**src/sv/xbr_pkg.sv**
```systemverilog
// shared types, protocol codes and the crc helper for the xmodem block receiver
package xbr_pkg;

  // protocol bytes
  localparam logic [7:0] SOH_CODE   = 8'h01;
  localparam logic [7:0] EOT_CODE   = 8'h04;
  localparam logic [7:0] ACK_CODE   = 8'h06;
  localparam logic [7:0] NAK_CODE   = 8'h15;
  localparam logic [7:0] INVITE_CRC = 8'h43;

  // crc-16 settings, msb first
  localparam logic [15:0] CRC_POLY = 16'h1021;
  localparam logic [15:0] CRC_INIT = 16'h0000;
  localparam logic [15:0] CRC_TOP  = 16'h8000;

  // tick limits outside the invitation phase
  localparam logic [8:0] PACKET_TICKS = 9'd2;
  localparam logic [8:0] NEXT_TICKS   = 9'd5;

  localparam int          DATA_BYTES_DEF   = 128;
  localparam logic [7:0]  INVITE_LIMIT_RST = 8'd10;
  localparam int          OFFSET_W         = 15;
  localparam int          CFG_IDX_W        = 1;
  localparam int          CFG_DATA_W       = 8;
  localparam int          OUT_TDATA_W      = 40;

  // configuration register indexes
  localparam logic [CFG_IDX_W-1:0] CFG_CHECK_MODE   = 1'b0;
  localparam logic [CFG_IDX_W-1:0] CFG_INVITE_LIMIT = 1'b1;

  typedef enum logic [1:0] {
    ACT_BYTE  = 2'd0,
    ACT_TICK  = 2'd1,
    ACT_START = 2'd2
  } action_e;

  typedef enum logic [2:0] {
    PH_IDLE,
    PH_INVITE,
    PH_NEXT,
    PH_NUM,
    PH_CNUM,
    PH_DATA,
    PH_CHK1,
    PH_CHK2
  } phase_e;

  typedef struct packed {
    action_e    action;
    logic [7:0] rx_byte;
  } item_t;

  typedef struct packed {
    logic       check_mode;
    logic [7:0] invite_limit;
  } cfg_t;

  typedef struct packed {
    logic                session_over;
    logic                packet_good;
    logic                packet_done;
    logic [7:0]          write_byte;
    logic [OFFSET_W-1:0] write_offset;
    logic                write_valid;
    logic [7:0]          tx_byte;
    logic                tx_valid;
  } res_t;

  // one byte through the crc-16, eight shift steps
  function automatic logic [15:0] crc_byte(input logic [15:0] crc, input logic [7:0] b);
    logic [15:0] c;
    c = crc ^ {b, 8'h00};
    for (int k = 0; k < 8; k++) begin
      if ((c & CRC_TOP) != 16'h0000) begin
        c = {c[14:0], 1'b0} ^ CRC_POLY;
      end else begin
        c = {c[14:0], 1'b0};
      end
    end
    return c;
  endfunction

endpackage

```
**src/sv/xbr_core.sv**
```systemverilog
// session state machine, packet parser and check accumulators
module xbr_core #(
  parameter int DATA_BYTES = xbr_pkg::DATA_BYTES_DEF
) (
  input  logic          clk_i,
  input  logic          rst_ni,
  input  logic          item_vld_i,
  input  xbr_pkg::item_t item_i,
  input  xbr_pkg::cfg_t  cfg_i,
  output logic          res_vld_o,
  output xbr_pkg::res_t  res_o
);

  localparam int IdxW = $clog2(DATA_BYTES + 1);
  localparam int OFFSET_W_L = xbr_pkg::OFFSET_W;

  xbr_pkg::phase_e phase_q, phase_d;
  logic [7:0]      block_q, block_d;
  logic [IdxW-1:0] idx_q, idx_d;
  logic [15:0]     crc_q, crc_d;
  logic [7:0]      sum_q, sum_d;
  logic [7:0]      chk_hi_q, chk_hi_d;
  logic [7:0]      tick_q, tick_d;
  logic            comp_ok_q, comp_ok_d;

  logic [7:0] b;
  logic       is_start, is_tick, is_byte, wait_ph, pkt_ph;
  logic [8:0] tick_inc, tick_lim;
  logic       tick_over;
  logic       ev_invite, ev_end_tick, ev_bad_tick;
  logic       ev_soh, ev_eot, ev_stray, ev_num, ev_cnum_ok, ev_cnum_bad;
  logic       ev_data, ev_chk1_sum, ev_chk1_hi, ev_chk2, ev_verdict, verdict_good;
  logic [OFFSET_W_L-1:0] blk_m1;
  logic [31:0]           off_full;
  logic [IdxW:0]         idx_inc;

  assign b        = item_i.rx_byte;
  assign wait_ph  = (phase_q == xbr_pkg::PH_INVITE) || (phase_q == xbr_pkg::PH_NEXT);
  assign pkt_ph   = !wait_ph && (phase_q != xbr_pkg::PH_IDLE);

  always_comb begin
    is_start = 1'b0;
    is_tick  = 1'b0;
    is_byte  = 1'b0;
    case (item_i.action)
      xbr_pkg::ACT_START: is_start = item_vld_i;
      xbr_pkg::ACT_TICK:  is_tick  = item_vld_i && (phase_q != xbr_pkg::PH_IDLE);
      xbr_pkg::ACT_BYTE:  is_byte  = item_vld_i && (phase_q != xbr_pkg::PH_IDLE);
      default: begin
      end
    endcase
  end

  assign tick_inc = {1'b0, tick_q} + 9'd1;

  always_comb begin
    case (phase_q)
      xbr_pkg::PH_INVITE: tick_lim = {1'b0, cfg_i.invite_limit};
      xbr_pkg::PH_NEXT:   tick_lim = xbr_pkg::NEXT_TICKS;
      default:            tick_lim = xbr_pkg::PACKET_TICKS;
    endcase
  end

  assign tick_over = tick_inc > tick_lim;

  // event decode shared by next-state and output logic
  assign ev_invite   = is_start || (is_tick && (phase_q == xbr_pkg::PH_INVITE) && !tick_over);
  assign ev_end_tick = is_tick && wait_ph && tick_over;
  assign ev_bad_tick = is_tick && pkt_ph && tick_over;
  assign ev_soh      = is_byte && wait_ph && (b == xbr_pkg::SOH_CODE);
  assign ev_eot      = is_byte && wait_ph && (b == xbr_pkg::EOT_CODE);
  assign ev_stray    = is_byte && wait_ph && (b != 8'h00) && (b != xbr_pkg::SOH_CODE)
                       && (b != xbr_pkg::EOT_CODE);
  assign ev_num      = is_byte && (phase_q == xbr_pkg::PH_NUM);
  assign ev_cnum_ok  = is_byte && (phase_q == xbr_pkg::PH_CNUM) && (b == ~block_q);
  assign ev_cnum_bad = is_byte && (phase_q == xbr_pkg::PH_CNUM) && (b != ~block_q);
  assign ev_data     = is_byte && (phase_q == xbr_pkg::PH_DATA);
  assign ev_chk1_sum = is_byte && (phase_q == xbr_pkg::PH_CHK1) && cfg_i.check_mode;
  assign ev_chk1_hi  = is_byte && (phase_q == xbr_pkg::PH_CHK1) && !cfg_i.check_mode;
  assign ev_chk2     = is_byte && (phase_q == xbr_pkg::PH_CHK2);
  assign ev_verdict  = ev_bad_tick || ev_cnum_bad || ev_chk1_sum || ev_chk2;

  always_comb begin
    verdict_good = 1'b0;
    if (ev_chk1_sum) begin
      verdict_good = comp_ok_q && (b == sum_q);
    end else if (ev_chk2) begin
      verdict_good = comp_ok_q && ({chk_hi_q, b} == crc_q);
    end
  end

  // image offset, block number minus one wraps in the offset width
  assign blk_m1   = {{(OFFSET_W_L-8){1'b0}}, block_q} - OFFSET_W_L'(1);
  assign off_full = 32'(blk_m1) * 32'(DATA_BYTES) + 32'(idx_q);
  assign idx_inc  = {1'b0, idx_q} + (IdxW+1)'(1);

  // next state
  always_comb begin
    phase_d   = phase_q;
    block_d   = block_q;
    idx_d     = idx_q;
    crc_d     = crc_q;
    sum_d     = sum_q;
    chk_hi_d  = chk_hi_q;
    tick_d    = tick_q;
    comp_ok_d = comp_ok_q;
    if (is_start) begin
      phase_d = xbr_pkg::PH_INVITE;
      tick_d  = '0;
    end else if (is_tick && !tick_over) begin
      tick_d = tick_inc[7:0];
    end else if (ev_end_tick || ev_eot || ev_stray) begin
      phase_d = xbr_pkg::PH_IDLE;
      tick_d  = '0;
    end else if (ev_soh) begin
      phase_d   = xbr_pkg::PH_NUM;
      tick_d    = '0;
      idx_d     = '0;
      crc_d     = xbr_pkg::CRC_INIT;
      sum_d     = '0;
      chk_hi_d  = '0;
      comp_ok_d = 1'b0;
    end else if (ev_num) begin
      block_d = b;
      phase_d = xbr_pkg::PH_CNUM;
      tick_d  = '0;
    end else if (ev_cnum_ok) begin
      comp_ok_d = 1'b1;
      phase_d   = xbr_pkg::PH_DATA;
      tick_d    = '0;
      idx_d     = '0;
    end else if (ev_data) begin
      crc_d = xbr_pkg::crc_byte(crc_q, b);
      sum_d = sum_q + b;
      idx_d = idx_inc[IdxW-1:0];
      if (idx_inc >= (IdxW+1)'(DATA_BYTES)) begin
        phase_d = xbr_pkg::PH_CHK1;
      end
    end else if (ev_chk1_hi) begin
      chk_hi_d = b;
      phase_d  = xbr_pkg::PH_CHK2;
    end
    if (ev_verdict) begin
      phase_d = xbr_pkg::PH_NEXT;
      tick_d  = '0;
      if (ev_cnum_bad) begin
        comp_ok_d = 1'b0;
      end
    end
  end

  // result
  always_comb begin
    res_o     = '0;
    res_vld_o = ev_invite || ev_end_tick || ev_eot || ev_stray || ev_data || ev_verdict;
    if (ev_invite) begin
      res_o.tx_valid = 1'b1;
      res_o.tx_byte  = cfg_i.check_mode ? xbr_pkg::NAK_CODE : xbr_pkg::INVITE_CRC;
    end
    if (ev_eot) begin
      res_o.tx_valid = 1'b1;
      res_o.tx_byte  = xbr_pkg::ACK_CODE;
    end
    if (ev_end_tick || ev_eot || ev_stray) begin
      res_o.session_over = 1'b1;
    end
    if (ev_data) begin
      res_o.write_valid  = 1'b1;
      res_o.write_offset = off_full[OFFSET_W_L-1:0];
      res_o.write_byte   = b;
    end
    if (ev_verdict) begin
      res_o.tx_valid    = 1'b1;
      res_o.tx_byte     = verdict_good ? xbr_pkg::ACK_CODE : xbr_pkg::NAK_CODE;
      res_o.packet_done = 1'b1;
      res_o.packet_good = verdict_good;
    end
  end

  always_ff @(posedge clk_i or negedge rst_ni) begin
    if (!rst_ni) begin
      phase_q   <= xbr_pkg::PH_IDLE;
      block_q   <= '0;
      idx_q     <= '0;
      crc_q     <= '0;
      sum_q     <= '0;
      chk_hi_q  <= '0;
      tick_q    <= '0;
      comp_ok_q <= 1'b0;
    end else begin
      phase_q   <= phase_d;
      block_q   <= block_d;
      idx_q     <= idx_d;
      crc_q     <= crc_d;
      sum_q     <= sum_d;
      chk_hi_q  <= chk_hi_d;
      tick_q    <= tick_d;
      comp_ok_q <= comp_ok_d;
    end
  end

endmodule

```
**src/sv/xbr_obuf.sv**
```systemverilog
// two-entry result buffer between the core and the output stream
module xbr_obuf (
  input  logic          clk_i,
  input  logic          rst_ni,
  input  logic          push_i,
  input  xbr_pkg::res_t  push_data_i,
  output logic          room_o,
  output logic          pop_vld_o,
  input  logic          pop_rdy_i,
  output xbr_pkg::res_t  pop_data_o
);

  xbr_pkg::res_t mem_q [2];
  logic          wr_ptr_q, wr_ptr_d;
  logic          rd_ptr_q, rd_ptr_d;
  logic [1:0]    cnt_q, cnt_d;
  logic          pop;

  assign room_o     = (cnt_q != 2'd2);
  assign pop_vld_o  = (cnt_q != 2'd0);
  assign pop_data_o = mem_q[rd_ptr_q];
  assign pop        = pop_vld_o && pop_rdy_i;

  always_comb begin
    wr_ptr_d = push_i ? !wr_ptr_q : wr_ptr_q;
    rd_ptr_d = pop ? !rd_ptr_q : rd_ptr_q;
    cnt_d    = cnt_q;
    if (push_i && !pop) begin
      cnt_d = cnt_q + 2'd1;
    end else if (pop && !push_i) begin
      cnt_d = cnt_q - 2'd1;
    end
  end

  always_ff @(posedge clk_i) begin
    if (push_i) begin
      mem_q[wr_ptr_q] <= push_data_i;
    end
  end

  always_ff @(posedge clk_i or negedge rst_ni) begin
    if (!rst_ni) begin
      wr_ptr_q <= 1'b0;
      rd_ptr_q <= 1'b0;
      cnt_q    <= 2'd0;
    end else begin
      wr_ptr_q <= wr_ptr_d;
      rd_ptr_q <= rd_ptr_d;
      cnt_q    <= cnt_d;
    end
  end

endmodule

```
**src/sv/xmodem_block_receiver_top.sv**
```systemverilog
// xmodem block receiver: events in, replies, payload writes and verdicts out
// each input transfer is one event: a received byte, a timeout tick or a session start
// (selected by s_axis_tuser). the block takes one event per clock cycle while the output
// buffer has room: an event lands in the input register, is decoded by the core (state
// update, byte-parallel crc-16 and the offset multiply-add) once the buffer has room, and
// its result, if any, is written into a two-entry output buffer at the end of that cycle,
// from which it is offered on the output stream. the buffer lets input keep flowing while
// a result waits on m_axis_tready; input stalls only once both buffer entries are full.
// events that cause no result (idle bytes, zero fill bytes, ticks under the limit outside
// the invitation phase, header bytes other than a bad block-number complement, crc-high
// bytes) produce no output transfer. configuration (check mode, invitation tick limit) is
// written through the cfg port and must only change while the block is idle.
module xmodem_block_receiver_top #(
  parameter int DATA_BYTES = xbr_pkg::DATA_BYTES_DEF
) (
  input  logic                              clk_i,
  input  logic                              rst_ni,
  // input stream
  input  logic                              s_axis_tvalid,
  output logic                              s_axis_tready,
  input  logic [7:0]                        s_axis_tdata,   // [7:0] rx_byte
  input  logic [1:0]                        s_axis_tuser,   // [1:0] action
  // output stream
  output logic                              m_axis_tvalid,
  input  logic                              m_axis_tready,
  // [0] tx_valid, [8:1] tx_byte, [9] write_valid, [24:10] write_offset,
  // [32:25] write_byte, [33] packet_done, [34] packet_good, [39:35] zero
  output logic [xbr_pkg::OUT_TDATA_W-1:0]   m_axis_tdata,
  output logic                              m_axis_tlast,   // session_over
  // configuration writes
  input  logic                              cfg_we_i,
  input  logic [xbr_pkg::CFG_IDX_W-1:0]     cfg_idx_i,
  input  logic [xbr_pkg::CFG_DATA_W-1:0]    cfg_data_i
);

  // input register
  logic           in_vld_q;
  xbr_pkg::item_t in_q;
  logic           advance;

  // configuration registers
  xbr_pkg::cfg_t  cfg_q;

  // core to buffer
  logic           res_vld;
  xbr_pkg::res_t  res;
  logic           room;
  xbr_pkg::res_t  out_res;

  // input register refills whenever it is empty or its event moves on this cycle
  assign s_axis_tready = !in_vld_q || room;
  assign advance       = in_vld_q && room;

  always_ff @(posedge clk_i or negedge rst_ni) begin
    if (!rst_ni) begin
      in_vld_q <= 1'b0;
    end else if (s_axis_tready) begin
      in_vld_q <= s_axis_tvalid;
    end
  end

  always_ff @(posedge clk_i) begin
    if (s_axis_tvalid && s_axis_tready) begin
      in_q.action  <= xbr_pkg::action_e'(s_axis_tuser);
      in_q.rx_byte <= s_axis_tdata;
    end
  end

  // configuration, to be written by the user only while idle; the block does not enforce this
  always_ff @(posedge clk_i or negedge rst_ni) begin
    if (!rst_ni) begin
      cfg_q.check_mode   <= 1'b0;
      cfg_q.invite_limit <= xbr_pkg::INVITE_LIMIT_RST;
    end else if (cfg_we_i) begin
      case (cfg_idx_i)
        xbr_pkg::CFG_CHECK_MODE:   cfg_q.check_mode   <= cfg_data_i[0];
        xbr_pkg::CFG_INVITE_LIMIT: cfg_q.invite_limit <= cfg_data_i[7:0];
        default: begin
        end
      endcase
    end
  end

  xbr_core #(
    .DATA_BYTES (DATA_BYTES)
  ) u_core (
    .clk_i      (clk_i),
    .rst_ni     (rst_ni),
    .item_vld_i (advance),
    .item_i     (in_q),
    .cfg_i      (cfg_q),
    .res_vld_o  (res_vld),
    .res_o      (res)
  );

  xbr_obuf u_obuf (
    .clk_i       (clk_i),
    .rst_ni      (rst_ni),
    .push_i      (advance && res_vld),
    .push_data_i (res),
    .room_o      (room),
    .pop_vld_o   (m_axis_tvalid),
    .pop_rdy_i   (m_axis_tready),
    .pop_data_o  (out_res)
  );

  // pack the result, first field in the low bits
  assign m_axis_tdata = {5'b00000, out_res.packet_good, out_res.packet_done,
                         out_res.write_byte, out_res.write_offset, out_res.write_valid,
                         out_res.tx_byte, out_res.tx_valid};
  assign m_axis_tlast = out_res.session_over;

endmodule

```
**config.mk**
```make
export PLATFORM = sky130hd
export DESIGN_NAME = xmodem_block_receiver_top
export DESIGN_NICKNAME = d
export VERILOG_FILES = /design/src/sv/xbr_pkg.sv /design/src/sv/xbr_core.sv /design/src/sv/xbr_obuf.sv /design/src/sv/xmodem_block_receiver_top.sv
export SDC_FILE = /design/constraint.sdc
export NUM_CORES = 1
export LEC_CHECK = 0
export ABC_CLOCK_PERIOD_IN_PS = 5350
export BUFFER_PORTS_ARGS = -buffer_cell sky130_fd_sc_hd__buf_2
export CORE_UTILIZATION = 30
export DETAILED_ROUTE_END_ITERATION = 7
export PLACE_DENSITY = 0.47
export SLEW_MARGIN = 20
export SYNTH_ARGS = -nofsm -noshare
export SYNTH_HDL_FRONTEND = slang
export SYNTH_SLANG_ARGS = --single-unit
```
**constraint.sdc**
```tcl
create_clock -name clk_i -period 5.35 [get_ports clk_i]
set_clock_uncertainty 0.2 [all_clocks]
set_input_delay 0.2675 -clock clk_i [delete_from_list [all_inputs] [get_ports clk_i]]
set_output_delay 0.2675 -clock clk_i [all_outputs]
set_load 0.05 [all_outputs]
```
---- Yosys cells after proc, flatten, opt, wreduce, memory -nomap -nowiden ----
Memory sizes are Yosys's and may differ from the RTL's.
Cells that the tools add are included.
storage, ports and cells
  register bits ........................... 84
  RAM bits ................................ 72
  output and inout bits ................... 43
  memories ................................ 1
memory list
  memory        depth  width  rd ports  clocked after Yosys merged registers in  write ports  RTL line        source
  u_obuf.mem_q  2      36     1         0                                        1            xbr_obuf.sv:13  xbr_pkg::res_t mem_q [2];
cells by class
  $lt $le $gt $ge ......................... 2
  muxes and demuxes ....................... 117
  eq/ne operators ......................... 23
  bitwise gates (word level) .............. 15
  reductions and logical operators ........ 70
  add/sub/neg operators ................... 7
operator list
  cell                   number
  $mux W16               53
  $mux W8                20
  $mux W13               8
  $logic_and A1 B1 Y1    32
  $mux W3                10
  $mux W9                3
  $mux W24               1
  $not A3 Y3             8
  $add A8 B1 Y9 const B  2
  $eq A16 B16 Y1         1
  $eq A8 B8 Y1           2
  $mux W1                16
  $pmux W8 S2            1
  $reduce_bool A8 Y1     2
  $xor A16 B16 Y16       1
  $add A15 B8 Y15        1
  $logic_or A1 B1 Y1     13
  $eq A3 B3 Y1 const B   4
  $reduce_and A5 Y1      2
  $ge A9 B8 Y1 const B   1
  $gt A9 B8 Y1           1
  $add A8 B8 Y8          1
  $eq A8 B1 Y1 const B   1
  $eq A8 B3 Y1 const B   1
  28 further kinds       49

---- Depth between registers and ports, before layout ----
Gate-level depths: netlist of the first run.
  depth after elaboration ................. 72
  gate-level depth with buffers ........... 16
  gate-level depth less buffers ........... 16

---- Hierarchy ----
From an unflattened synthesis of the first run, not the netlist that was laid out.
unflattened totals
  cells, all modules ...................... 679
  area total of the unflattened synthesis .. 8,089.0 sq um
modules (own cells, without submodules)
  module                     cells an instance  instances  area each (sq um)
  xbr_core                   509                1          4,413.0
  xbr_obuf                   128                1          2,936.6
  xmodem_block_receiver_top  42                 1          739.5

---- Worst setup path after synthesis of the first run ----
OpenSTA, ideal clock, no wires.
  path kind ............................... flip-flop to flip-flop
  start ................................... register u_core.phase_q[1]
  end ..................................... memory u_obuf.mem_q[1][0] in the netlist's numbering (enable)
  required time ........................... 4.723 ns
  setup slack ............................. 0.691 ns
  arrival ................................. 4.033 ns
  period minus slack after synthesis ...... 4.659 ns
  stages on the path, launching flop included .. 13
  cells stage by stage .................... dfrtp_1 buf_2 nand2b_1 nor2_1 nand2_1 ha_1 nand3_1 o21bai_1 a211oi_2 nor2_1 a211oi_4 nor4b_4 nor2b_1
between the ends
  longest elaborated chain between the ends .. 14
  elaborated cells between the ends (all ways) .. 45
  those cells by class .................... order compare: 1; eq/ne: 6; mux: 5; reduce/logical: 33
RTL lines
  item                                                     RTL line                                        source
  start: declaration                                       xbr_core.sv:17                                  xbr_pkg::phase_e phase_q, phase_d;
  start signal: assignment                                 xbr_core.sv:182                                 phase_q <= xbr_pkg::PH_IDLE;
  start signal: assignment                                 xbr_core.sv:191                                 phase_q <= phase_d;
  $eq A3 B2 Y1, or another cell as far along               xbr_core.sv:38, xbr_core.sv:57
  $pmux W8 S2 or $logic_and A1 B1 Y1 (tied branches)       xbr_core.sv:57, xbr_core.sv:47, xbr_core.sv:48
  $gt A9 B8 Y1 or $mux W1 (tied branches)                  xbr_core.sv:64, xbr_core.sv:45
  $logic_not A1 Y1 or $logic_and A1 B1 Y1 (tied branches)  xbr_core.sv:67                                  assign ev_invite = is_start || (is_tick && (phase_q == xbr_pkg::PH_INVITE) && !tick_over);
  $logic_and A1 B1 Y1                                      xbr_core.sv:67
  $logic_or A1 B1 Y1                                       xbr_core.sv:67
  $logic_or A1 B1 Y1 (4 in series)                         xbr_core.sv:155                                 res_vld_o = ev_invite || ev_end_tick || ev_eot || ev_stray || ev_data || ev_verdict;
  $logic_or A1 B1 Y1 (*)                                   xbr_core.sv:155
  $logic_and A1 B1 Y1 (*)                                  xmodem_block_receiver_top.sv:99                 .push_i (advance && res_vld),
  $mux W1 (*)                                              xbr_obuf.sv:36                                  if (push_i) begin
  $mux W1 (implied by the code) (*)                        xbr_obuf.sv:37                                  mem_q[wr_ptr_q] <= push_data_i;
  end: declaration                                         xbr_obuf.sv:13
Every way passes the cells marked *; elsewhere a longest branch is shown, timed or not.

---- Worst setup path after layout of the first run ----
  start ................................... register u_core.phase_q[1]
  end ..................................... register u_obuf.cnt_q[1]
between the ends
  longest elaborated chain between the ends .. 15
  elaborated cells between the ends (all ways) .. 48
  those cells by class .................... order compare: 1; eq/ne: 6; mux: 4; reduce/logical: 37
RTL lines
  item                                                     RTL line                                        source
  $eq A3 B2 Y1, or another cell as far along               xbr_core.sv:38, xbr_core.sv:57
  $pmux W8 S2 or $logic_and A1 B1 Y1 (tied branches)       xbr_core.sv:57, xbr_core.sv:47, xbr_core.sv:48
  $gt A9 B8 Y1 or $mux W1 (tied branches)                  xbr_core.sv:64, xbr_core.sv:45
  $logic_not A1 Y1 or $logic_and A1 B1 Y1 (tied branches)  xbr_core.sv:67
  $logic_and A1 B1 Y1                                      xbr_core.sv:67
  $logic_or A1 B1 Y1                                       xbr_core.sv:67
  $logic_or A1 B1 Y1 (4 in series)                         xbr_core.sv:155
  $logic_or A1 B1 Y1 (*)                                   xbr_core.sv:155
  $logic_and A1 B1 Y1 (*)                                  xmodem_block_receiver_top.sv:99
  net u_obuf.push_i                                        xbr_obuf.sv:5                                   input logic push_i,
  $logic_not A1 Y1                                         xbr_obuf.sv:30                                  end else if (pop && !push_i) begin
  $logic_and A1 B1 Y1                                      xbr_obuf.sv:30
  $reduce_bool A2 Y1 (no source line)                      --
  end signal: assignment                                   xbr_obuf.sv:49                                  cnt_q <= cnt_d;
  end: declaration                                         xbr_obuf.sv:16                                  logic [1:0] cnt_q, cnt_d;
The timed path passes the listed nets; every way through them passes the cells marked *.
A chain may end at the register's enable or synchronous reset.

==> results of run 1 <==
kinds of logic (layout without fill, tap and decap cells):
group / count (synthesis) / count (layout)
buffers and inverters: 56 / 133
DFF: 150 / 150
xor gates and xnor gates: 72 / 72
muxes: 61 / 61
other: 1 / 8
AOI/OAI and AO/OA: 86 / 86
adders and majority gates: 23 / 23
and+or+nand+nor: 202 / 202
final cells by class:
class / instances / area, um^2 / share of cell area, %
Sequential cell: 150 / 4136 / 45.02
Clock buffer: 17 / 425.4 / 4.630
Inverter: 14 / 52.55 / 0.5719
Multi-Input combinational cell: 452 / 3393 / 36.93
Timing Repair Buffer: 87 / 583.1 / 6.345
Tap cell: 330 / 412.9 / 4.493
Clock inverter: 15 / 185.2 / 2.015
stage by stage:
stage	area [um^2]	cells	hold WS, ps	worst slack, ps
after floorplan	7800	658	-228.1	690.7
after global placement	8330	1010	244.5	1405
after detailed placement	8330	1010	245.6	1177
after CTS	9161	1064	257.8	1159
after global routing	9189	1065	168.4	755.3
final	9189	1065	138.2	1207
placed cells by master (no fill, tap or decap), types with 10 or more instances in the layout:
cell / Yosys / routed
edfxtp_1: 76 / 76
dfrtp_1: 72 / 72
nand2_1: 66 / 66
buf_2: 12 / 58
mux2_2: 56 / 56
xnor2_1: 38 / 38
xor2_1: 34 / 34
nor2_1: 33 / 32
ha_1: 22 / 22
dlygate4sd3_1: 0 / 22
and2_1: 20 / 20
o21ai_0: 19 / 19
o22ai_1: 18 / 18
clkbuf_16: 0 / 17
inv_1: 13 / 13
nand3_1: 13 / 12
a21oi_1: 12 / 12
nand2b_1: 10 / 10
power breakdown:
part           switching (mW)  leakage [nW]  total, mW  internal [mW]
combinational            1.31          1.84       2.11          0.801
sequential              0.253          1.68       1.81           1.56
clock                   0.566         0.292       1.20          0.632
total                    2.13          3.82       5.12           2.99
final timing paths:
| check | from | end | slack (ps) | cells past startpoint |
|---|---|---|---|---|
| max reg2reg | u_core.phase_q[1] | u_obuf.cnt_q[1] | 1210 | 14 |
| min | rst_ni | cfg_q[7] | 140 | 3 |
| min in group clk_i | cfg_we_i | cfg_q[7] | 270 | 3 |
| min reg2reg | u_core.sum_q[7] | u_core.sum_q[7] | 300 | 1 |
| max in group asynchronous | rst_ni | u_core.crc_q[7] | 4220 | 4 |
| max | u_core.phase_q[1] | u_obuf.cnt_q[1] | 1210 | 14 |
sequential cells by signal, summed over array words and instances, names as in the netlist:
| register | flops |
|---|---|
| u_core.crc_q | 16 |
| u_obuf.cnt_q | 2 |
| u_obuf.wr_ptr_q | 1 |
| u_core.comp_ok_q | 1 |
| cfg_q | 9 |
| u_core.block_q | 8 |
| u_core.idx_q | 8 |
| in_q | 10 |
| u_core.tick_q | 8 |
| u_obuf.mem_q | 66 |
| u_obuf.rd_ptr_q | 1 |
| in_vld_q | 1 |
| u_core.phase_q | 3 |
| u_core.chk_hi_q | 8 |
| u_core.sum_q | 8 |
routing by layer:
layer,track usage [%],vias to the layer above,part of all wire [%],wire [um]
met5,0,-,0,0
met4,4.460,0,1.1,191
met3,3.005,12,3.1,528
met2,21.24,87,46,7739
met1,18.17,2474,50,8465
li1,-,2447,-,-
worst max-delay path, delay by kind of cell, from the launching register on:
| kind | cells | cell delay, ps |
|---|---|---|
| AND/OR/NAND/NOR | 7 | 1530 |
| AO/OA/AOI/OAI | 3 | 970 |
| adder cells (fa/ha/maj) | 2 | 620 |
| flip-flops | 1 | 500 |
| XOR/XNOR | 1 | 150 |
| buffers and inverters | 1 | 100 |
==> results by group, run 1 <==
Timing
  • Final Hold Viols: 0
  • Worst-margin pin slew: 922.9 ps
  • Slew headroom: between 30% and 40%
  • Max-slew violations: 0
  • Fmax: 0.2414 GHz
  • Post-Route Setup TNS: 0 ps
  • Setup violators final: 0
  • Crit path time final: 4143 ps
  • Final period util: ~77%
  • RSZ-0062 raised after global routing: no

Critical path
  • CP arrival: 4300 ps
  • CP Cell Sequence: nand2b_1 -> nor2_1 -> nand2_1 -> ha_1 -> nand3_1 -> o21bai_1 -> a211oi_2 -> nor3_2 -> a21oi_1 -> nor4b_4 -> inv_1 -> ha_1 -> nor2_1 -> xor2_1
  • Worst Setup Path Type: reg2reg
  • Slowest stage delay, CP: ~500 ps
  • Required @ worst endpoint: roughly 5500 ps
  • Crit-path max FO: 10
  • Critical path capture point type: flip-flop
  • Nature of the critical path startpoint: flip-flop
  • Worst path slowest cell: dfrtp_1

Cells and area
  • Nets: about 770
  • Share of cells above drive strength 1: 25.44%
  • FILL cells: 2,486
  • Antenna cell count: 0
  • Util after Layout: between 30% and 40%
  • Layout area overhead: 18.20%

Route
  • Via Count: between 5,000 and 6,000
  • Initial DRC Count: 258
  • DRC Markers: 0
  • Final antenna-violating net count: 0
  • DRT Pass-1 Iters: 5
  • Vias per cell: 4.714
  • Total Wirelength: 16.93 mm
  • WL/cell: 15.89 um

Clock tree
  • CTS Buffer Depth: 2
  • CTS buffer count: 17
  • Worst-path clk slew: 70 ps
  • Resize count post-CTS: 0
  • Worst-Skew Late Latency: 430 ps
  • CTS sink count: 150
  • Post-CTS Setup Bufs: 0
  • Clock root buffer: clkbuf_16
  • # hold bufs at CTS: 22
  • TritonCTS clock tree: built
  • Htree depth: 4

Synth
  • Share of the synthesized area in the top cell type: 29.36%
  • Top-count cell post-synth: edfxtp_1
  • Largest family of logic cells by synthesized area: simple AND/OR/NAND/NOR gates
  • Seq cells post-synth: 150
  • Cell type with the largest total area after synthesis: edfxtp_1
  • Post-synthesis mux area share: 8.756%
  • Yosys warns: 0
  • Sequential share of the synthesized area: a little over half
  • Most used DFF post-synth: edfxtp_1
  • Ys async rst share: 49.33%
  • Top cells by instance count after synthesis: 76 x edfxtp_1, 72 x dfrtp_1, 66 x nand2_1
  • Post-Synth Simple-Gate Area: 14.68%
  • Adder-Cell Fraction of Synth Area: approximately 3.8%
  • Ranking of synthesized cells by area: edfxtp_1 29%, dfrtp_1 23%, mux2_2 8.1%, xnor2_1 4.3%, xor2_1 3.8%
  • Compound-gate portion of the synthesized area: 7.613%
  • Post-synth EDFFs: 76
  • Post-Syn Area: 0.007774 mm^2
  • XOR/XNOR Fraction of Synth Area: around 8.1%
  • Yosys cell types: 67
  • Post-Syn Instances: 651
  • Syn Area/Cell: 11.94 um^2

GRT
  • Vias in the first global route: around 5,000
  • All-layer global routing usage: 13.46%
  • Pin count of the biggest net entering global routing: 75
  • Global-route wire length before repair: roughly 27 mm
  • Overflow after GRT: 0
  • Initial antenna violation count: 0

Power
  • Leak: 3.817 nW
  • PD cells: 557.4 mW/mm^2
  • Pwr Total: 5.122 mW
  • Maximum vdd drop: 309.5 uV

Die
  • Die X: 163.0 um
  • Core footprint: 0.02533 mm^2
  • Io pins: 67
  • Die Y: 163.0 um
  • Row cnt: 58
  • Initial Util: 30.69%
  • Die area: approximately 0.027 mm^2

Placement
  • Port Buffers: 58
  • DP HPWL: 11.42 mm
  • GPL Wtd Cong: 0.8186

Min path
  • HP Class: in2async

Job
  • Maxcap violations: 0

Outcome
  • Status: finished clean
Power figures use the tool's default switching activity.
==> run 2: changes to the inputs <==
- ABC_CLOCK_PERIOD_IN_PS: 5350 -> 3700
- PLACE_DENSITY: 0.47 -> 0.48
- clock period: 5.35 -> 3.7 ns (I/O delays scaled with it)
==> results by group, run 2 (synthesis results as in run 1) <==
Outcome
  • Status: finished clean

Critical path
  • Worst Setup SP: u_core.tick_q[0]
  • CP Capture Point: u_obuf.mem_q[1][25]
  • Worst path slowest cell: dfrtp_1
  • Worst r2r path cells: 15 (+1)
  • Critical path buffer and inverter count: 3 (+2)
  • Crit-path max FO: 33 (+23)
  • Worst Setup Path Type: reg2reg
  • Slowest stage delay, CP: 430 ps (-70 ps)
  • Critical path capture point type: flip-flop
  • Crit. path cell count: 15 (+1)
  • Nature of the critical path startpoint: flip-flop
  • FF-to-FF Start: u_core.tick_q[0]
  • CP arrival: 3480 ps (-820 ps)
  • CP Cell Sequence: ha_4 -> nand3_4 -> nand2b_4 -> nand2_1 -> ha_4 -> nand3_2 -> o21bai_2 -> a211oi_4 -> nor2_1 -> a211oi_4 -> nor4b_4 -> buf_4 -> buf_4 -> nor2b_4 -> buf_12
  • FF-to-FF End: u_obuf.mem_q[1][25]
  • Largest delay share family, worst path: compound AO/OA/AOI/OAI gates
  • R2r setup slk: 140 ps (-1070 ps)
  • Required @ worst endpoint: 3610 ps (-1890 ps)

Route
  • Initial DRC Count: 203 (-21%)
  • Vias per cell: 4.758 (+0.95%)
  • WL/cell: 16.21 um (+2.0%)
  • DRT Pass-1 Iters: 4 (-1)
  • Via Count: 5,196 (+3.5%)
  • Total Wirelength: 17.70 mm (+4.6%)
  • DRC Markers: 0 (unchanged)
  • Final antenna-violating net count: 0 (unchanged)

GRT
  • Overflow after GRT: 0 (unchanged)
  • Vias in the first global route: 5,238 (+4.3%)
  • Initial antenna violation count: 0 (unchanged)
  • Pin count of the biggest net entering global routing: 53 (-29%)
  • All-layer global routing usage: 13.85% (+0.39 points)
  • Global-route wire length before repair: 27.98 mm (+2.4%)

Clock tree
  • Worst-Skew Late Latency: 430 ps (about the same)
  • CTS sink count: 150 (unchanged)
  • Htree depth: 4 (unchanged)
  • CTS buffer count: 17 (unchanged)
  • CTS Buffer Depth: 2 (unchanged)
  • Clock root buffer: clkbuf_16
  • Worst-path clk slew: 70 ps (about the same)
  • TritonCTS clock tree: built

Timing
  • Setup violators final: 0 (unchanged)
  • Fmax: 0.2806 GHz (+16%)
  • WHS: 82.32 ps (-55.93 ps)
  • Slew headroom: 40.73% (+2.7 points)
  • Crit path time final: 3564 ps (-579.3 ps)
  • Worst-margin pin slew: 882.3 ps (-40.64 ps)
  • Setup ws final: 136.4 ps (-1071 ps)
  • Post-Route Setup TNS: 0 ps (unchanged)
  • RSZ-0062 raised after global routing: yes
  • Final Hold Viols: 0 (unchanged)
  • Final period util: 96.31% (+19 points)
  • Max-slew violations: 0 (unchanged)

Cells and area
  • FILL cells: 2,400 (-3.5%)
  • Layout area overhead: 23.48%
  • Design Area, Final: 0.009599 mm^2 (+4.5%)
  • Share of cells above drive strength 1: 31.23% (+5.8 points)
  • Nets: 796 (+3.5%)
  • Most frequent cells in the layout: 76 x edfxtp_1, 71 x dfrtp_1, 64 x nand2_1
  • Antenna cell count: 0 (unchanged)
  • Number of flip-flops in the largest register: 66 (unchanged)
  • Register with the most flip-flops: u_obuf.mem_q
  • Top flop regs: u_obuf.mem_q (66), u_core.crc_q (16), in_q (10)
  • Commonest non-fill, non-tap cell in the layout: edfxtp_1
  • Finished Layout Cells: 1,092 (+2.5%)

Placement
  • Port Buffers: 58 (unchanged)
  • Placed instance count: 1,028 (+1.8%)
  • Placed inst area: 0.008483 mm^2 (+1.8%)
  • DP HPWL: 11.89 mm (+4.1%)
  • GPL Wtd Cong: 0.7608 (-7.1%)
  • Setup slack at placement: -113.5 ps (-1290 ps)

Power
  • PD cells: 816.5 mW/mm^2 (+46%)
  • Leak: 3.984 nW (+4.4%)
  • Maximum vdd drop: 525.4 uV (+70%)

Die
  • Initial Util: 30.69% (unchanged)
  • Die X: 163.0 um (unchanged)
  • Core footprint: 0.02533 mm^2 (unchanged)
  • Row cnt: 58 (unchanged)
  • Die Y: 163.0 um (unchanged)
  • Io pins: 67 (unchanged)
  • Die area: 0.02656 mm^2 (unchanged)

Job
  • Maxcap violations: 0 (unchanged)

Min path
  • HP Class: in2async
## run 2: through the flow
stage / power (mW) / utilization, %
2_1_floorplan: 5.069 / -
3_3_place_gp: 5.806 / 33.49
3_5_place_dp: 5.851 / 33.49
6_report: 7.838 / 37.90
4_1_cts: 7.770 / 37.06
5_1_grt: 8.299 / 37.90
## run 2: cell type report
| type | instances | area [um^2] | area share, % |
|---|---|---|---|
| clock buffer | 17 | 425.4 | 4.432 |
| tap | 330 | 412.9 | 4.301 |
| clock inverter | 15 | 202.7 | 2.112 |
| sequential | 150 | 4138 | 43.10 |
| timing repair buffer | 113 | 787.0 | 8.199 |
| inverter | 14 | 52.55 | 0.5474 |
| multi-input combinational | 453 | 3581 | 37.30 |
## run 2: metal layers
| layer | track usage [%] | vias to the layer above | share of wire [%] |
|---|---|---|---|
| li1 | - | 2503 | - |
| met1 | 17.91 | 2558 | 47 |
| met2 | 22.69 | 115 | 48 |
| met3 | 2.546 | 20 | 3.6 |
| met4 | 5.735 | 0 | 1.9 |
| met5 | 0 | - | 0 |
## run 2: worst min-delay path by stage
stage,to,slack (ps)
after global routing,u_core.tick_q[2],150
final,cfg_q[6],80
after global placement,cfg_q[5],4
after floorplan,cfg_q[0],-310
after detailed placement,cfg_q[5],20
after CTS,u_core.tick_q[0],90
## run 2: power breakdown
part           internal [mW]  leakage [nW]  switching (mW)
registers               2.25          1.68           0.344
clock network          0.982         0.306           0.804
logic                   1.38          2.00            2.07
## run 2: timing repair
action	4_1_cts	5_1_grt
endpoints found under the hold margin	43	0
setup endpoints to repair	34	68
cloned	0	1
resized for setup	9	24
hold buffers	22	0
pin swaps	7	9
buffers inserted	1	8
==> run 3: changes to the inputs <==
- CTS_CLUSTER_SIZE: unset -> 14
- PLACE_DENSITY: 0.48 -> unset
==> results by group, run 3 (synthesis results as in run 1) <==
Outcome
  • Status: complete, but fails checks
  • Failing checks: negative setup slack

Route
  • Final antenna-violating net count: 0 (unchanged)
  • Via Count: 5,093 (-2.0%)
  • Initial DRC Count: 367 (+81%)
  • Total Wirelength: 16.53 mm (-6.6%)
  • Vias per cell: 4.660 (-2.1%)
  • DRC Markers: 0 (unchanged)
  • WL/cell: 15.12 um (-6.7%)
  • DRT Pass-1 Iters: 4 (unchanged)

Clock tree
  • Clock root buffer: clkbuf_16
  • Worst-path clk slew: 70 ps (about the same)
  • CTS Buffer Depth: 2 (unchanged)
  • Htree depth: 4 (unchanged)
  • CTS buffer count: 17 (unchanged)
  • CTS sink count: 150 (unchanged)
  • Worst-Skew Late Latency: 430 ps (about the same)
  • TritonCTS clock tree: built

Min path
  • HP Class: in2async

Cells and area
  • Top flop regs: u_obuf.mem_q (66), u_core.crc_q (16), in_q (10)
  • Share of cells above drive strength 1: 29.88% (-1.4 points)
  • Most frequent cells in the layout: 76 x edfxtp_1, 72 x dfrtp_1, 66 x nand2_1
  • Finished Layout Cells: 1,093 (+0.092%)
  • Design Area, Final: 0.009474 mm^2 (-1.3%)
  • Layout area overhead: 21.87%
  • Nets: 797 (+0.13%)
  • Antenna cell count: 0 (unchanged)
  • Number of flip-flops in the largest register: 66 (unchanged)
  • Util after Layout: 37.41% (-0.49 points)
  • Commonest non-fill, non-tap cell in the layout: edfxtp_1
  • Register with the most flip-flops: u_obuf.mem_q

Die
  • Die X: 163.0 um (unchanged)
  • Io pins: 67 (unchanged)
  • Core footprint: 0.02533 mm^2 (unchanged)
  • Initial Util: 30.69% (unchanged)
  • Row cnt: 58 (unchanged)
  • Die Y: 163.0 um (unchanged)
  • Die area: 0.02656 mm^2 (unchanged)

Power
  • Maximum vdd drop: 457.0 uV (-13%)
  • Pwr Total: 7.637 mW (-2.6%)
  • PD cells: 806.1 mW/mm^2 (-1.3%)
  • Leak: 3.977 nW (-0.18%)

Critical path
  • CP Cell Sequence: ha_2 -> nand3_2 -> nor2_2 -> xor2_1 -> ha_1 -> nand3_2 -> nor3_4 -> a211oi_2 -> buf_4 -> nor3_2 -> a21oi_2 -> nor4b_4 -> buf_4 -> inv_1 -> ha_1 -> xor2_1 -> nor2_1 -> xor2_1
  • Required @ worst endpoint: 3860 ps (+250 ps)
  • Critical path capture point type: flip-flop
  • Most used cell, CP: xor2_1
  • Nature of the critical path startpoint: flip-flop
  • CP arrival: 3870 ps (+390 ps)
  • Worst path slowest cell: nor4b_4
  • Slowest stage delay, CP: 420 ps (about the same)
  • Crit-path max FO: 4 (-88%)
  • Worst Setup Path Type: reg2reg

Timing
  • Worst-margin pin slew: 952.8 ps (+70.50 ps)
  • RSZ-0062 raised after global routing: yes
  • Setup violators final: 17 (+17)
  • Fmax: 0.2691 GHz (-4.1%)
  • Max-slew violations: 0 (unchanged)
  • Post-Route Setup TNS: -134.4 ps (-134.4 ps)
  • Final Hold Viols: 0 (unchanged)
  • Slew headroom: 36.41% (-4.3 points)
  • WHS: 208.7 ps (+126.4 ps)
  • Final period util: 100.4% (+4.1 points)
  • Setup ws final: -16.51 ps (-152.9 ps)
  • Crit path time final: 3717 ps (+152.9 ps)

GRT
  • Initial antenna violation count: 0 (unchanged)
  • Overflow after GRT: 0 (unchanged)
  • Global-route wire length before repair: 26.04 mm (-6.9%)
  • Vias in the first global route: 4,970 (-5.1%)
  • All-layer global routing usage: 12.72% (-1.1 points)
  • Pin count of the biggest net entering global routing: 75 (+42%)

Placement
  • Placed instance count: 1,025 (-0.29%)
  • Placed inst area: 0.008461 mm^2 (-0.27%)
  • Port Buffers: 58 (unchanged)
  • DP HPWL: 10.92 mm (-8.1%)
  • Setup slack at placement: -180.6 ps (-67.06 ps)
  • GPL Wtd Cong: 0.8461 (+11%)

Job
  • Maxcap violations: 0 (unchanged)
## run 3: area by class of cell
cell class | instances | area [um^2]
clock buffer | 17 | 425.4
clock inverter | 15 | 183.9
fill | 2452 | 15850
inverter | 14 | 52.55
multi-input combinational | 453 | 3468
sequential | 150 | 4136
tap | 330 | 412.9
timing repair buffer | 114 | 794.5
## run 3: final timing paths
check                               endpoint        startpoint  slack (ps)  cells past startpoint
setup reg to reg             u_obuf.cnt_q[1]  u_core.tick_q[1]         -20                     18
setup / recovery             u_obuf.cnt_q[1]  u_core.tick_q[1]         -20                     18
hold / removal                      cfg_q[4]            rst_ni         210                      3
min in group clk_i                  cfg_q[4]          cfg_we_i         220                      3
hold reg to reg              u_core.sum_q[7]   u_core.sum_q[7]         310                      1
max in group asynchronous  u_core.phase_q[0]            rst_ni        2570                      3
## run 3: timing repair
action,4_1_cts,5_1_grt
gates resized for setup,6,8
hold buffers,22,0
pin swaps,4,7
buffers inserted,5,8
hold endpoints to repair,93,0
setup endpoints to repair,34,68
gates cloned,0,1
## run 3: routing by layer
metal / vias to the layer above / GRT usage (%) / share of wire (%)
met3: 11 / 3.361 / 4.1
met5: - / 0 / 0
met4: 0 / 3.781 / 1.1
li1: 2511 / - / -
met2: 103 / 19.05 / 45
met1: 2468 / 17.87 / 50
## run 3: power by group
group	switching, mW	internal, mW
Combinational	2.01	1.32
Sequential	0.330	2.25
Clock	0.810	0.914
Total	3.15	4.49
## run 3: worst max-delay path, delay by kind of cell, from the launching register on
kind	cells	cell delay [ps]
AND/OR/NAND/NOR	7	1010
buffers and inverters	3	420
adder cells (fa/ha/maj)	3	680
flip-flops	1	370
AO/OA/AOI/OAI	2	450
XOR/XNOR	3	500
